$ cat config.mk
export PLATFORM = sky130hd
export DESIGN_NAME = pivot_bucket_partitioner_core
export DESIGN_NICKNAME = d
export VERILOG_FILES = /design/src/hw/rtl/pbp_pkg.sv /design/src/hw/rtl/pbp_front.sv /design/src/hw/rtl/pbp_queue.sv /design/src/hw/rtl/pbp_back.sv /design/src/hw/rtl/pivot_bucket_partitioner_core.sv
export SDC_FILE = /design/constraint.sdc
export NUM_CORES = 2
export LEC_CHECK = 0
export BUFFER_PORTS_ARGS = -buffer_cell sky130_fd_sc_hd__buf_2
export CAP_MARGIN = 0
export CORE_AREA = 2 2 521 523
export DETAILED_ROUTE_END_ITERATION = 6
export DIE_AREA = 0 0 523 525
export GPL_TIMING_DRIVEN = 0
export PLACE_DENSITY = 0.51
export SLEW_MARGIN = 30
export SYNTH_ARGS = -nofsm -noshare
export SYNTH_HDL_FRONTEND = slang
export SYNTH_SLANG_ARGS = --single-unit
$ cat constraint.sdc
create_clock -name aclk -period 4.2 [get_ports aclk]
set_input_delay 0.21 -clock aclk [delete_from_list [all_inputs] [get_ports aclk]]
set_output_delay 0.21 -clock aclk [all_outputs]
set_load 0.1 [all_outputs]
$ cat src/hw/rtl/pbp_pkg.sv
`timescale 1ns / 1ps
// pbp_pkg: shared widths, register indexes and the classified word type
// for the pivot bucket partitioner; no dependencies
package pbp_pkg;

    localparam int DATA_W          = 32;
    localparam int BUCKET_W        = 3;
    localparam int NB_W            = 4;
    localparam int CFG_IDX_W       = 4;
    localparam int NUM_PIVOTS      = 7;
    localparam int DEF_CAPACITY    = 32;
    localparam int DEF_MAX_BUCKETS = 8;
    localparam int QUEUE_DEPTH     = 2;

    localparam logic [CFG_IDX_W-1:0] REG_BUCKET_COUNT = CFG_IDX_W'(0);
    localparam logic [CFG_IDX_W-1:0] REG_PIVOT_FIRST  = CFG_IDX_W'(1);

    typedef logic signed [DATA_W-1:0] pbp_word_t;

    typedef struct packed {
        logic signed [DATA_W-1:0] value;
        logic [BUCKET_W-1:0]      bucket;
        logic                     final_item;
    } pbp_item_t;

endpackage

$ cat src/hw/rtl/pbp_front.sv
`timescale 1ns / 1ps
// pbp_front: accepts input words, compares against the pivots and registers
// the classified word; depends on pbp_pkg
module pbp_front #(
    parameter int MAX_BUCKETS = pbp_pkg::DEF_MAX_BUCKETS
) (
    input  logic                                 aclk,
    input  logic                                 aresetn,
    input  logic                                 s_valid,
    output logic                                 s_ready,
    input  logic signed [pbp_pkg::DATA_W-1:0]    s_sample_value,
    input  logic                                 s_final_item,
    input  pbp_pkg::pbp_word_t                   pivots [pbp_pkg::NUM_PIVOTS],
    input  logic [pbp_pkg::NB_W-1:0]             nb,
    output logic                                 q_valid,
    input  logic                                 q_ready,
    output pbp_pkg::pbp_item_t                   q_item
);
    import pbp_pkg::*;

    logic                valid_reg;
    logic                valid_next;
    pbp_item_t           item_reg;
    logic [BUCKET_W-1:0] bucket;
    logic                run;
    logic                accept;

    // leading pivots passed, stopping at the first one failed
    always_comb begin
        bucket = '0;
        run    = 1'b1;
        for (int k = 1; k <= NUM_PIVOTS; k++) begin
            if (run && (k < MAX_BUCKETS) && (NB_W'(k) < nb)
                    && (s_sample_value >= pivots[k-1])) begin
                bucket = BUCKET_W'(k);
            end else begin
                run = 1'b0;
            end
        end
    end

    assign s_ready = !valid_reg || q_ready;
    assign accept  = s_valid && s_ready;
    assign q_valid = valid_reg;
    assign q_item  = item_reg;

    always_comb begin
        valid_next = valid_reg;
        if (accept) begin
            valid_next = 1'b1;
        end else if (q_ready) begin
            valid_next = 1'b0;
        end
    end

    always_ff @(posedge aclk) begin
        if (!aresetn) begin
            valid_reg <= 1'b0;
        end else begin
            valid_reg <= valid_next;
        end
    end

    always_ff @(posedge aclk) begin
        if (accept) begin
            item_reg.value      <= s_sample_value;
            item_reg.bucket     <= bucket;
            item_reg.final_item <= s_final_item;
        end
    end

endmodule

$ cat src/hw/rtl/pbp_queue.sv
`timescale 1ns / 1ps
// pbp_queue: short fifo of classified words between front and back
// depends on pbp_pkg
module pbp_queue (
    input  logic               aclk,
    input  logic               aresetn,
    input  logic               in_valid,
    output logic               in_ready,
    input  pbp_pkg::pbp_item_t in_item,
    output logic               out_valid,
    input  logic               out_ready,
    output pbp_pkg::pbp_item_t out_item
);
    import pbp_pkg::*;

    localparam int PW = (QUEUE_DEPTH > 1) ? $clog2(QUEUE_DEPTH) : 1;
    localparam int CW = $clog2(QUEUE_DEPTH + 1);

    pbp_item_t       entry_reg [QUEUE_DEPTH];
    logic [PW-1:0]   wr_ptr_reg;
    logic [PW-1:0]   wr_ptr_next;
    logic [PW-1:0]   rd_ptr_reg;
    logic [PW-1:0]   rd_ptr_next;
    logic [CW-1:0]   count_reg;
    logic [CW-1:0]   count_next;
    logic            push;
    logic            pop;

    assign in_ready  = count_reg < CW'(QUEUE_DEPTH);
    assign out_valid = count_reg != '0;
    assign out_item  = entry_reg[rd_ptr_reg];
    assign push      = in_valid && in_ready;
    assign pop       = out_valid && out_ready;

    always_comb begin
        wr_ptr_next = wr_ptr_reg;
        rd_ptr_next = rd_ptr_reg;
        count_next  = count_reg;
        if (push) begin
            wr_ptr_next = (wr_ptr_reg == PW'(QUEUE_DEPTH - 1)) ? '0 : wr_ptr_reg + PW'(1);
        end
        if (pop) begin
            rd_ptr_next = (rd_ptr_reg == PW'(QUEUE_DEPTH - 1)) ? '0 : rd_ptr_reg + PW'(1);
        end
        if (push && !pop) begin
            count_next = count_reg + CW'(1);
        end else if (pop && !push) begin
            count_next = count_reg - CW'(1);
        end
    end

    always_ff @(posedge aclk) begin
        if (!aresetn) begin
            wr_ptr_reg <= '0;
            rd_ptr_reg <= '0;
            count_reg  <= '0;
        end else begin
            wr_ptr_reg <= wr_ptr_next;
            rd_ptr_reg <= rd_ptr_next;
            count_reg  <= count_next;
        end
    end

    always_ff @(posedge aclk) begin
        if (push) begin
            entry_reg[wr_ptr_reg] <= in_item;
        end
    end

endmodule

$ cat src/hw/rtl/pbp_back.sv
`timescale 1ns / 1ps
// pbp_back: appends classified words to the store and walks it bucket by
// bucket on a flush, with the output register; depends on pbp_pkg
module pbp_back #(
    parameter int CAPACITY    = pbp_pkg::DEF_CAPACITY,
    parameter int MAX_BUCKETS = pbp_pkg::DEF_MAX_BUCKETS
) (
    input  logic                                 aclk,
    input  logic                                 aresetn,
    input  logic [pbp_pkg::NB_W-1:0]             nb,
    input  logic                                 q_valid,
    output logic                                 q_ready,
    input  pbp_pkg::pbp_item_t                   q_item,
    output logic                                 m_valid,
    input  logic                                 m_ready,
    output logic [pbp_pkg::BUCKET_W-1:0]         m_bucket_number,
    output logic signed [pbp_pkg::DATA_W-1:0]    m_bucket_value,
    output logic                                 m_bucket_empty,
    output logic                                 m_bucket_end,
    output logic                                 m_overflow_seen,
    output logic                                 m_run_end
);
    import pbp_pkg::*;

    localparam int CW    = $clog2(CAPACITY + 1);
    localparam int AW    = (CAPACITY > 1) ? $clog2(CAPACITY) : 1;
    localparam int BIX_W = $clog2(MAX_BUCKETS);

    localparam logic [1:0] S_FILL = 2'd0;
    localparam logic [1:0] S_BKT  = 2'd1;
    localparam logic [1:0] S_RD   = 2'd2;
    localparam logic [1:0] S_CHK  = 2'd3;

    logic [1:0]           state_reg;
    logic [1:0]           state_next;
    logic [CW-1:0]        count_reg;
    logic [CW-1:0]        count_next;
    logic [CW-1:0]        pbc_reg [MAX_BUCKETS];
    logic [CW-1:0]        pbc_next [MAX_BUCKETS];
    logic                 ovf_reg;
    logic                 ovf_next;
    logic [BUCKET_W-1:0]  b_reg;
    logic [BUCKET_W-1:0]  b_next;
    logic [CW-1:0]        i_reg;
    logic [CW-1:0]        i_next;
    logic [CW-1:0]        seen_reg;
    logic [CW-1:0]        seen_next;

    logic                 out_valid_reg;
    logic                 out_valid_next;
    logic [BUCKET_W-1:0]  out_bucket_reg;
    logic [BUCKET_W-1:0]  out_bucket_next;
    logic [DATA_W-1:0]    out_value_reg;
    logic [DATA_W-1:0]    out_value_next;
    logic                 out_empty_reg;
    logic                 out_empty_next;
    logic                 out_end_reg;
    logic                 out_end_next;
    logic                 out_ovf_reg;
    logic                 out_ovf_next;
    logic                 out_run_end_reg;
    logic                 out_run_end_next;

    logic [DATA_W-1:0]    value_store [CAPACITY];
    logic [BUCKET_W-1:0]  bucket_tag_store [CAPACITY];
    logic [DATA_W-1:0]    rd_value_reg;
    logic [BUCKET_W-1:0]  rd_tag_reg;

    logic                 pop;
    logic                 wr_en;
    logic                 load_out;
    logic                 out_free;
    logic                 last_b;
    logic                 word_end;
    logic [CW-1:0]        total;

    assign q_ready  = state_reg == S_FILL;
    assign pop      = q_valid && q_ready;
    assign out_free = !out_valid_reg || m_ready;
    assign total    = pbc_reg[b_reg[BIX_W-1:0]];
    assign last_b   = (NB_W'(b_reg) + NB_W'(1)) == nb;
    assign word_end = (seen_reg + CW'(1)) == total;

    always_comb begin
        state_next       = state_reg;
        count_next       = count_reg;
        pbc_next         = pbc_reg;
        ovf_next         = ovf_reg;
        b_next           = b_reg;
        i_next           = i_reg;
        seen_next        = seen_reg;
        wr_en            = 1'b0;
        load_out         = 1'b0;
        out_bucket_next  = b_reg;
        out_value_next   = '0;
        out_empty_next   = 1'b0;
        out_end_next     = 1'b0;
        out_ovf_next     = ovf_reg;
        out_run_end_next = 1'b0;

        unique case (state_reg)
            S_FILL: begin
                if (pop) begin
                    if (count_reg < CW'(CAPACITY)) begin
                        wr_en      = 1'b1;
                        count_next = count_reg + CW'(1);
                        for (int k = 0; k < MAX_BUCKETS; k++) begin
                            if (q_item.bucket == BUCKET_W'(k)) begin
                                pbc_next[k] = pbc_reg[k] + CW'(1);
                            end
                        end
                    end else begin
                        ovf_next = 1'b1;
                    end
                    if (q_item.final_item) begin
                        state_next = S_BKT;
                        b_next     = '0;
                    end
                end
            end
            S_BKT: begin
                if (total == '0) begin
                    if (out_free) begin
                        load_out         = 1'b1;
                        out_empty_next   = 1'b1;
                        out_end_next     = 1'b1;
                        out_run_end_next = last_b;
                    end
                end else begin
                    i_next     = '0;
                    seen_next  = '0;
                    state_next = S_RD;
                end
            end
            S_RD: begin
                state_next = S_CHK;
            end
            S_CHK: begin
                if (rd_tag_reg == b_reg) begin
                    if (out_free) begin
                        load_out         = 1'b1;
                        out_value_next   = rd_value_reg;
                        out_end_next     = word_end;
                        out_run_end_next = word_end && last_b;
                        seen_next        = seen_reg + CW'(1);
                        if (!word_end) begin
                            i_next     = i_reg + CW'(1);
                            state_next = S_RD;
                        end
                    end
                end else begin
                    i_next     = i_reg + CW'(1);
                    state_next = S_RD;
                end
            end
            default: begin
                state_next = S_FILL;
            end
        endcase

        // bucket finished: next bucket or end of flush
        if (load_out && out_end_next) begin
            if (last_b) begin
                state_next = S_FILL;
                count_next = '0;
                ovf_next   = 1'b0;
                for (int k = 0; k < MAX_BUCKETS; k++) begin
                    pbc_next[k] = '0;
                end
            end else begin
                b_next     = b_reg + BUCKET_W'(1);
                state_next = S_BKT;
            end
        end
    end

    always_comb begin
        out_valid_next = out_valid_reg;
        if (load_out) begin
            out_valid_next = 1'b1;
        end else if (m_ready) begin
            out_valid_next = 1'b0;
        end
    end

    always_ff @(posedge aclk) begin
        if (!aresetn) begin
            state_reg     <= S_FILL;
            count_reg     <= '0;
            ovf_reg       <= 1'b0;
            b_reg         <= '0;
            i_reg         <= '0;
            seen_reg      <= '0;
            out_valid_reg <= 1'b0;
            for (int k = 0; k < MAX_BUCKETS; k++) begin
                pbc_reg[k] <= '0;
            end
        end else begin
            state_reg     <= state_next;
            count_reg     <= count_next;
            ovf_reg       <= ovf_next;
            b_reg         <= b_next;
            i_reg         <= i_next;
            seen_reg      <= seen_next;
            out_valid_reg <= out_valid_next;
            pbc_reg       <= pbc_next;
        end
    end

    always_ff @(posedge aclk) begin
        if (load_out) begin
            out_bucket_reg  <= out_bucket_next;
            out_value_reg   <= out_value_next;
            out_empty_reg   <= out_empty_next;
            out_end_reg     <= out_end_next;
            out_ovf_reg     <= out_ovf_next;
            out_run_end_reg <= out_run_end_next;
        end
    end

    // store with separate write and read addresses, registered read
    always_ff @(posedge aclk) begin
        if (wr_en) begin
            value_store[count_reg[AW-1:0]]      <= q_item.value;
            bucket_tag_store[count_reg[AW-1:0]] <= q_item.bucket;
        end
        rd_value_reg <= value_store[i_reg[AW-1:0]];
        rd_tag_reg   <= bucket_tag_store[i_reg[AW-1:0]];
    end

    assign m_valid         = out_valid_reg;
    assign m_bucket_number = out_bucket_reg;
    assign m_bucket_value  = out_value_reg;
    assign m_bucket_empty  = out_empty_reg;
    assign m_bucket_end    = out_end_reg;
    assign m_overflow_seen = out_ovf_reg;
    assign m_run_end       = out_run_end_reg;

`ifndef SYNTHESIS
    a_count_bound: assert property (@(posedge aclk) disable iff (!aresetn)
        count_reg <= CW'(CAPACITY))
        else $error("store count beyond capacity");

    a_empty_ends: assert property (@(posedge aclk) disable iff (!aresetn)
        (m_valid && m_bucket_empty) |-> m_bucket_end)
        else $error("empty bucket word without bucket end");

    a_run_end_ends: assert property (@(posedge aclk) disable iff (!aresetn)
        (m_valid && m_run_end) |-> m_bucket_end)
        else $error("run end without bucket end");

    a_no_pop_in_flush: assert property (@(posedge aclk) disable iff (!aresetn)
        (state_reg != S_FILL) |-> !pop)
        else $error("queue popped during flush");
`endif

endmodule

$ cat src/hw/rtl/pivot_bucket_partitioner_core.sv
`timescale 1ns / 1ps
// pivot_bucket_partitioner_core: top level with configuration registers,
// front classifier, queue and back store; depends on pbp_pkg and submodules
//
//   channel | ports                                   | direction
//   s_      | s_valid s_ready s_sample_value s_final_item | in
//   m_      | m_valid m_ready m_bucket_* m_overflow_seen m_run_end | out
//   cfg_    | cfg_valid cfg_ready cfg_index cfg_data  | in
//
// fill: one word a cycle while the input is not stalled, pivot compares done in parallel in the front
// flush: per bucket a bucket step (S_BKT), then a read (S_RD) and a check (S_CHK) per
// store entry scanned until all words of the bucket are sent; an empty bucket skips the scan
// input stalls during a flush; the queue lets the front run on while the back waits
// reset is synchronous, active low; the store needs no clearing
module pivot_bucket_partitioner_core #(
    parameter int CAPACITY    = pbp_pkg::DEF_CAPACITY,
    parameter int MAX_BUCKETS = pbp_pkg::DEF_MAX_BUCKETS
) (
    input  logic                                 aclk,
    input  logic                                 aresetn,
    input  logic                                 s_valid,
    output logic                                 s_ready,
    input  logic signed [pbp_pkg::DATA_W-1:0]    s_sample_value,
    input  logic                                 s_final_item,
    output logic                                 m_valid,
    input  logic                                 m_ready,
    output logic [pbp_pkg::BUCKET_W-1:0]         m_bucket_number,
    output logic signed [pbp_pkg::DATA_W-1:0]    m_bucket_value,
    output logic                                 m_bucket_empty,
    output logic                                 m_bucket_end,
    output logic                                 m_overflow_seen,
    output logic                                 m_run_end,
    input  logic                                 cfg_valid,
    output logic                                 cfg_ready,
    input  logic [pbp_pkg::CFG_IDX_W-1:0]        cfg_index,
    input  logic [pbp_pkg::DATA_W-1:0]           cfg_data
);
    import pbp_pkg::*;

    logic [NB_W-1:0] bucket_count_reg;
    pbp_word_t       pivot_reg [NUM_PIVOTS];
    logic [NB_W-1:0] nb;
    logic            cfg_wr;

    logic            fq_valid;
    logic            fq_ready;
    pbp_item_t       fq_item;
    logic            qb_valid;
    logic            qb_ready;
    pbp_item_t       qb_item;

    assign cfg_ready = 1'b1;
    assign cfg_wr    = cfg_valid && cfg_ready;

    always_ff @(posedge aclk) begin
        if (!aresetn) begin
            bucket_count_reg <= NB_W'(1);
            for (int k = 0; k < NUM_PIVOTS; k++) begin
                pivot_reg[k] <= '0;
            end
        end else if (cfg_wr) begin
            if (cfg_index == REG_BUCKET_COUNT) begin
                bucket_count_reg <= cfg_data[NB_W-1:0];
            end
            for (int k = 0; k < NUM_PIVOTS; k++) begin
                if (cfg_index == REG_PIVOT_FIRST + CFG_IDX_W'(k)) begin
                    pivot_reg[k] <= cfg_data;
                end
            end
        end
    end

    // zero means one bucket, large values saturate
    always_comb begin
        priority if (bucket_count_reg == '0) begin
            nb = NB_W'(1);
        end else if (bucket_count_reg > NB_W'(MAX_BUCKETS)) begin
            nb = NB_W'(MAX_BUCKETS);
        end else begin
            nb = bucket_count_reg;
        end
    end

    pbp_front #(
        .MAX_BUCKETS (MAX_BUCKETS)
    ) u_front (
        .aclk           (aclk),
        .aresetn        (aresetn),
        .s_valid        (s_valid),
        .s_ready        (s_ready),
        .s_sample_value (s_sample_value),
        .s_final_item   (s_final_item),
        .pivots         (pivot_reg),
        .nb             (nb),
        .q_valid        (fq_valid),
        .q_ready        (fq_ready),
        .q_item         (fq_item)
    );

    pbp_queue u_queue (
        .aclk      (aclk),
        .aresetn   (aresetn),
        .in_valid  (fq_valid),
        .in_ready  (fq_ready),
        .in_item   (fq_item),
        .out_valid (qb_valid),
        .out_ready (qb_ready),
        .out_item  (qb_item)
    );

    pbp_back #(
        .CAPACITY    (CAPACITY),
        .MAX_BUCKETS (MAX_BUCKETS)
    ) u_back (
        .aclk            (aclk),
        .aresetn         (aresetn),
        .nb              (nb),
        .q_valid         (qb_valid),
        .q_ready         (qb_ready),
        .q_item          (qb_item),
        .m_valid         (m_valid),
        .m_ready         (m_ready),
        .m_bucket_number (m_bucket_number),
        .m_bucket_value  (m_bucket_value),
        .m_bucket_empty  (m_bucket_empty),
        .m_bucket_end    (m_bucket_end),
        .m_overflow_seen (m_overflow_seen),
        .m_run_end       (m_run_end)
    );

endmodule
Yosys cells after proc, flatten, opt, wreduce, memory -nomap -nowiden
Memory sizes are Yosys's and may differ from the RTL's. A register that Yosys moved wholly into a read port is not among the register bits.
Index checks and enable logic that the tools add are counted.
{"block": "totals", "in_bits": 74, "wordCells": 248, "register_bits": 381, "ramBits": 1192, "output_inout_bits": 42, "mem_count": 3, "latchBits": 0, "mem_bits_ro": 0}
{"memory": "u_back.value_store", "words": 32, "width": 32, "read_ports": 1, "rd_ports_with_merged_regs": 1, "wr": 1, "line": "pbp_back.sv:64", "text": "logic [DATA_W-1:0] value_store [CAPACITY];"}
{"memory": "u_back.bucket_tag_store", "words": 32, "width": 3, "read_ports": 1, "rd_ports_with_merged_regs": 1, "wr": 1, "line": "pbp_back.sv:65", "text": "logic [BUCKET_W-1:0] bucket_tag_store [CAPACITY];"}
{"memory": "u_queue.entry_reg", "words": 2, "width": 36, "read_ports": 1, "rd_ports_with_merged_regs": 1, "wr": 1, "line": "pbp_queue.sv:19", "text": "pbp_item_t entry_reg [QUEUE_DEPTH];"}
{"block": "classes", "multipliers": 0, "reduce_logical": 50, "add_sub_neg": 17, "eq_ne": 30, "magnitude_cmp": 18, "n_div": 0, "n_shift": 0, "mux": 91, "bitwise_logic": 1}
{"operator": "$mux 48", "count": 5}
{"operator": "$ge 32x32->1", "count": 7}
{"operator": "$mux 6", "count": 21}
{"operator": "$add 6x1->6 const B", "count": 11}
{"operator": "$mux 1", "count": 38}
{"operator": "$pmux 6 s2", "count": 2}
{"operator": "$mux 2", "count": 11}
{"operator": "$mux 3", "count": 7}
{"operator": "$logic_and 1x1->1", "count": 20}
{"operator": "$bmux 6 s3", "count": 1}
{"operator": "$eq 4x3->1 const B", "count": 4}
{"operator": "$lt 3x4->1 const A", "count": 4}
{"operator": "$reduce_and 2->1", "count": 8}
{"operator": "$eq 3x3->1 const B", "count": 4}
{"operator": "$ne 3x3->1 const B", "count": 4}
{"operator": "$reduce_bool 2->1", "count": 5}
{"operator": "$eq 4x2->1 const B", "count": 2}
{"operator": "$logic_not 4->1", "count": 2}
{"operator": "$lt 2x4->1 const A", "count": 2}
{"operator": "$mux 4", "count": 2}
{"operator": "$pmux 2 s4", "count": 1}
{"operator": "$reduce_and 4->1", "count": 2}
{"operator": "$eq 3x2->1 const B", "count": 2}
{"operator": "$eq 6x6->1", "count": 1}
{"operator": "other kinds (32)", "count": 41}

Depth between registers and ports, before layout
{"block": "logic_depth", "word_depth": 24, "ltp_mapped": 11, "mapped_depth_nobuf": 10}

Hierarchy
A second synthesis with hierarchy kept.
{"block": "unflattened", "cells_unflattened": 3984, "area_unflattened_um2": 67039.3}
{"mod": "pbp_back", "cells_per_inst": 2207, "seq_area_each_um2": 36945.4, "area_each_um2": 48840.6, "n_inst": 1}
{"mod": "pivot_bucket_partitioner_core", "cells_per_inst": 793, "seq_area_each_um2": 4564.4, "area_each_um2": 8404.3, "n_inst": 1}
{"mod": "pbp_front", "cells_per_inst": 849, "seq_area_each_um2": 1101.1, "area_each_um2": 6974.2, "n_inst": 1}
{"mod": "pbp_queue", "cells_per_inst": 135, "seq_area_each_um2": 2262.2, "area_each_um2": 2820.2, "n_inst": 1}

Least setup slack after synthesis
Ideal clock, no wire load.
{"block": "synth_path", "path_type": "register to register", "start": "reg u_back.b_reg[0]", "end": "reg u_back.out_empty_reg, in the netlist u_back.m_bucket_empty, enable pin", "setup_time_ps": 450, "synth_period_minus_slack_ps": 3977, "n_path_buf": 2, "path_slack_ps": 223, "path_stages_with_launch": 7, "required_ps": 3750, "arrival_time_ps": 3527, "path_cell_list": "dfxtp_1 buf_6 buf_8 mux4_2 nor4_2 a22oi_2 a21oi_1"}
{"block": "synth_via", "elab_chain_cells": 7, "elab_cells_between_ends": 9}
{"item": "from (decl)", "line": "pbp_back.sv:42", "text": "logic [BUCKET_W-1:0] b_reg;"}
{"item": "from (signal assigned)", "line": "pbp_back.sv:202", "text": "b_reg <= b_next;"}
{"item": "$not 3->4 (implied by the code)", "line": "pbp_back.sv:80", "text": "assign total = pbc_reg[b_reg[BIX_W-1:0]];"}
{"item": "$bmux 6 s3", "line": "pbp_back.sv:80"}
{"item": "$mux 6 (implied by the code) (2 in series)", "line": "pbp_back.sv:80"}
{"item": "$logic_not 6->1", "line": "pbp_back.sv:122", "text": "if (total == '0) begin"}
{"item": "$mux 1", "line": "pbp_back.sv:122"}
{"item": "$pmux 1 s2 *", "line": "pbp_back.sv:101", "text": "unique case (state_reg)"}
{"item": "via u_back.load_out", "line": "pbp_back.sv:71", "text": "logic load_out;"}
{"item": "to (signal assigned)", "line": "pbp_back.sv:214", "text": "out_empty_reg <= out_empty_next;"}
{"item": "to (decl)", "line": "pbp_back.sv:55", "text": "logic out_empty_reg;"}
The timed path passes the listed nets; every way through them passes the cells marked *. The select of a mux whose other input is x is not followed.
A chain may end at the register's enable or synchronous reset.

==> flow_summary_export.csv <==
group,metric,value,unit
run_status,status,"completed",
placement,place_congestion,0.781,
setup_path,r2r_cells,6,
die,core,269000,um2
setup_path,crit_path_end_kind,"flop",
timing,fmax,276,MHz
pwr,powerDensity,477,nW/um2
die,dieWidth,523,um
pwr,leakagePower,0.0249,uW
placement,numPortBuffers,110,
route,drt_wl_total,174000,um
die,dieArea,275000,um2
logic_synthesis,synth_cell_types,85,
cells_and_area,area_growth,19.9,%
setup_path,start_kind,"flop",
timing,setup_viol,0,
logic_synthesis,synth_top_area_frac,0.568,
route,ant_nets,0,
setup_path,worst-path-max-fanout,10,
worst_hold_path,holdPathStages,5,
route,wl_per_cell,20.9,um
placement,place_inst,7934,
cells_and_area,drive_above_1_share,0.216,
route,drc,0,
cells_and_area,fin_util,0.298,
timing,worst-slew-pin-transition,1.05,ns
clock_network,clkSlewWorstSetupHoldPaths,0.06,ns
timing,finalCritPeriodShare,0.862,
logic_synthesis,ys.warnings.count,0,
route,drtIter0Drc,2691,
route,vias,36571,
route,first_pass_iters,5,
timing,slew_headroom,0.297,
setup_path,worstPathRequired,4.90,ns
timing,min_period,3.62,ns
clock_network,cts_tree,"yes",
global_routing,grt_pass1_wl,252000,um
logic_synthesis,synth_common_cells,"1267 x edfxtp_1, 548 x nand2_1, 358 x mux4_2",
route,viasPerCell,4.40,
logic_synthesis,syn_inst,4177,
logic_synthesis,synth_nets,4491,
clock_network,clockRootBuffer,"clkbuf_16",
logic_synthesis,synth_area_leaders,"edfxtp_1 57%, mux4_2 12%, dfxtp_1 10%",
logic_synthesis,async_flop_share,0,
timing,fin_setup_tns,0,ns
global_routing,antenna_found_initial,5,
timing,fin_skew,0.0366,ns
timing,final_hold_viol_count,0,
die,start_util,0.249,
logic_synthesis,synth_edf_count,1267,
logic_synthesis,avgSynthCellArea,16.0,um2
logic_synthesis,synthFlopType,"edfxtp_1",
logic_synthesis,yosys.area.top_type,"edfxtp_1",
clock_network,cts.sinks,1608,
clock_network,cts_max_level,4,
setup_path,crit_arrival,4.32,ns
cells_and_area,final_cells,8304,
timing,slew_viol_final,0,
setup_path,crit_type,"reg -> reg",
die,die_h,525,um
placement,dp_hpwl,126000,um
worst_hold_path,hp-class,"in -> reg",
die,rows,191,
job,drv_cap,0,
clock_network,numCtsBuffers,162,
pwr,peakVddDrop,0.000556,V
global_routing,grt_start_max_net_pins,38,
clock_network,cts_buffer_depth,3,
logic_synthesis,ys_seq_elements,1608,
cells_and_area,nets,4911,
global_routing,globalRouteOverflowTotal,0,
die,io_pins,116,
logic_synthesis,yosysSeqAreaShare,0.670,
clock_network,worst_skew_pair.late_latency,0.82,ns
global_routing,grt_pass1_vias,37504,
cells_and_area,fillers,26562,
timing,rsz0062_at_grt,"no",
logic_synthesis,synth_area,67000,um2
clock_network,cts_resized,0,
global_routing,track_usage,0.125,
cells_and_area,largest_register_ffs,1024,
logic_synthesis,synth_most_common_cell,"edfxtp_1",
-- per-stage QoR --
step	hold slack, ns	cell area, um2	total power (uW)	worst slack [ns]
floorplan	0.309	67000	22000	0.223
global placement	0.415	72000	23500	-2.78
detailed placement	0.428	74200	23900	0.458
CTS	0.0205	80300	38700	0.471
global route	0.0423	80300	39700	0.367
finish	0.0666	80300	38300	0.581
-- cell type report --
cell class | count | area [um2] | area share
clock buffers | 220 | 4480 | 0.0558
plain buffers | 190 | 876 | 0.0109
repair buffers | 256 | 3160 | 0.0393
multi-input cells | 2140 | 20600 | 0.257
diodes | 1 | 2.50 | 0.0000312
flip-flops and latches | 1608 | 44900 | 0.559
well taps | 3570 | 4470 | 0.0556
inverters | 239 | 897 | 0.0112
clock inverters | 80 | 907 | 0.0113
-- worst max-delay path, stage by stage, from the launching register on --
cell	delay, ns
dfxtp_1	0.49
clkbuf_1	0.20
clkbuf_1	0.64
buf_1	0.75
mux4_2	0.61
mux4_2	0.52
mux2_2	0.30
-- layer usage --
metal | global-route usage | share of wire
met1 | 0.169 | 0.45
met2 | 0.209 | 0.48
met3 | 0.0214 | 0.048
met4 | 0.0249 | 0.016
met5 | 0 | 0.00012
-- placed cells by master, fill, tap and decap left out, types with 21 or more instances in the layout --
cell type / count
nand4_1: 56
o21ai_0: 34
nand3_1: 42
inv_1: 237
clkinv_2: 28
dlygate4sd3_1: 69
xnor2_1: 27
nor2_4: 71
clkinv_1: 21
nor2_1: 45
clkbuf_1: 167
ha_1: 240
a21o_1: 36
a21boi_0: 232
dfxtp_1: 341
a21oi_1: 102
buf_16: 55
nand2_1: 548
mux2_2: 69
xor2_1: 38
and2_1: 39
clkbuf_16: 166
edfxtp_1: 1267
mux4_2: 358
buf_2: 141
-- repair_timing --
| item | in CTS | in global routing |
|---|---|---|
| hold buffers | 69 | 0 |
| buffers inserted | 0 | 0 |
| hold endpoints to repair | 275 | 0 |
-- power by group --
part           leakage (uW)  internal (uW)  switching (uW)  total, uW
Combinational       0.00807           1260            3330       4590
Clock               0.00261           8240            6400      14600
Sequential           0.0142          18800             208      19000
Total                0.0249          28300            9950      38300
-- logic make-up (layout without fill, tap and decap cells) --
family	count (synthesis)	after routing	synth area share
flops	1608	1608	0.670
buf+inv	429	985	0.0257
xor+xnor	66	66	0.00884
other cells	1	2	0.0000560
mux	449	449	0.136
compound gates	469	469	0.0483
fa+ha+maj	240	240	0.0448
simple gates	915	915	0.0658
-- worst paths after layout --
path	start	end	slack, ns
max	u_back.i_reg[0]	u_back.rd_value_reg[11]	0.58
min	cfg_index[3]	bucket_count_reg[0]	0.07
max reg2reg	u_back.i_reg[0]	u_back.rd_value_reg[11]	0.58
min reg2reg	u_front.q_item[35]	u_queue.entry_reg[1][35]	0.43
(Power assumes the default switching activity.)
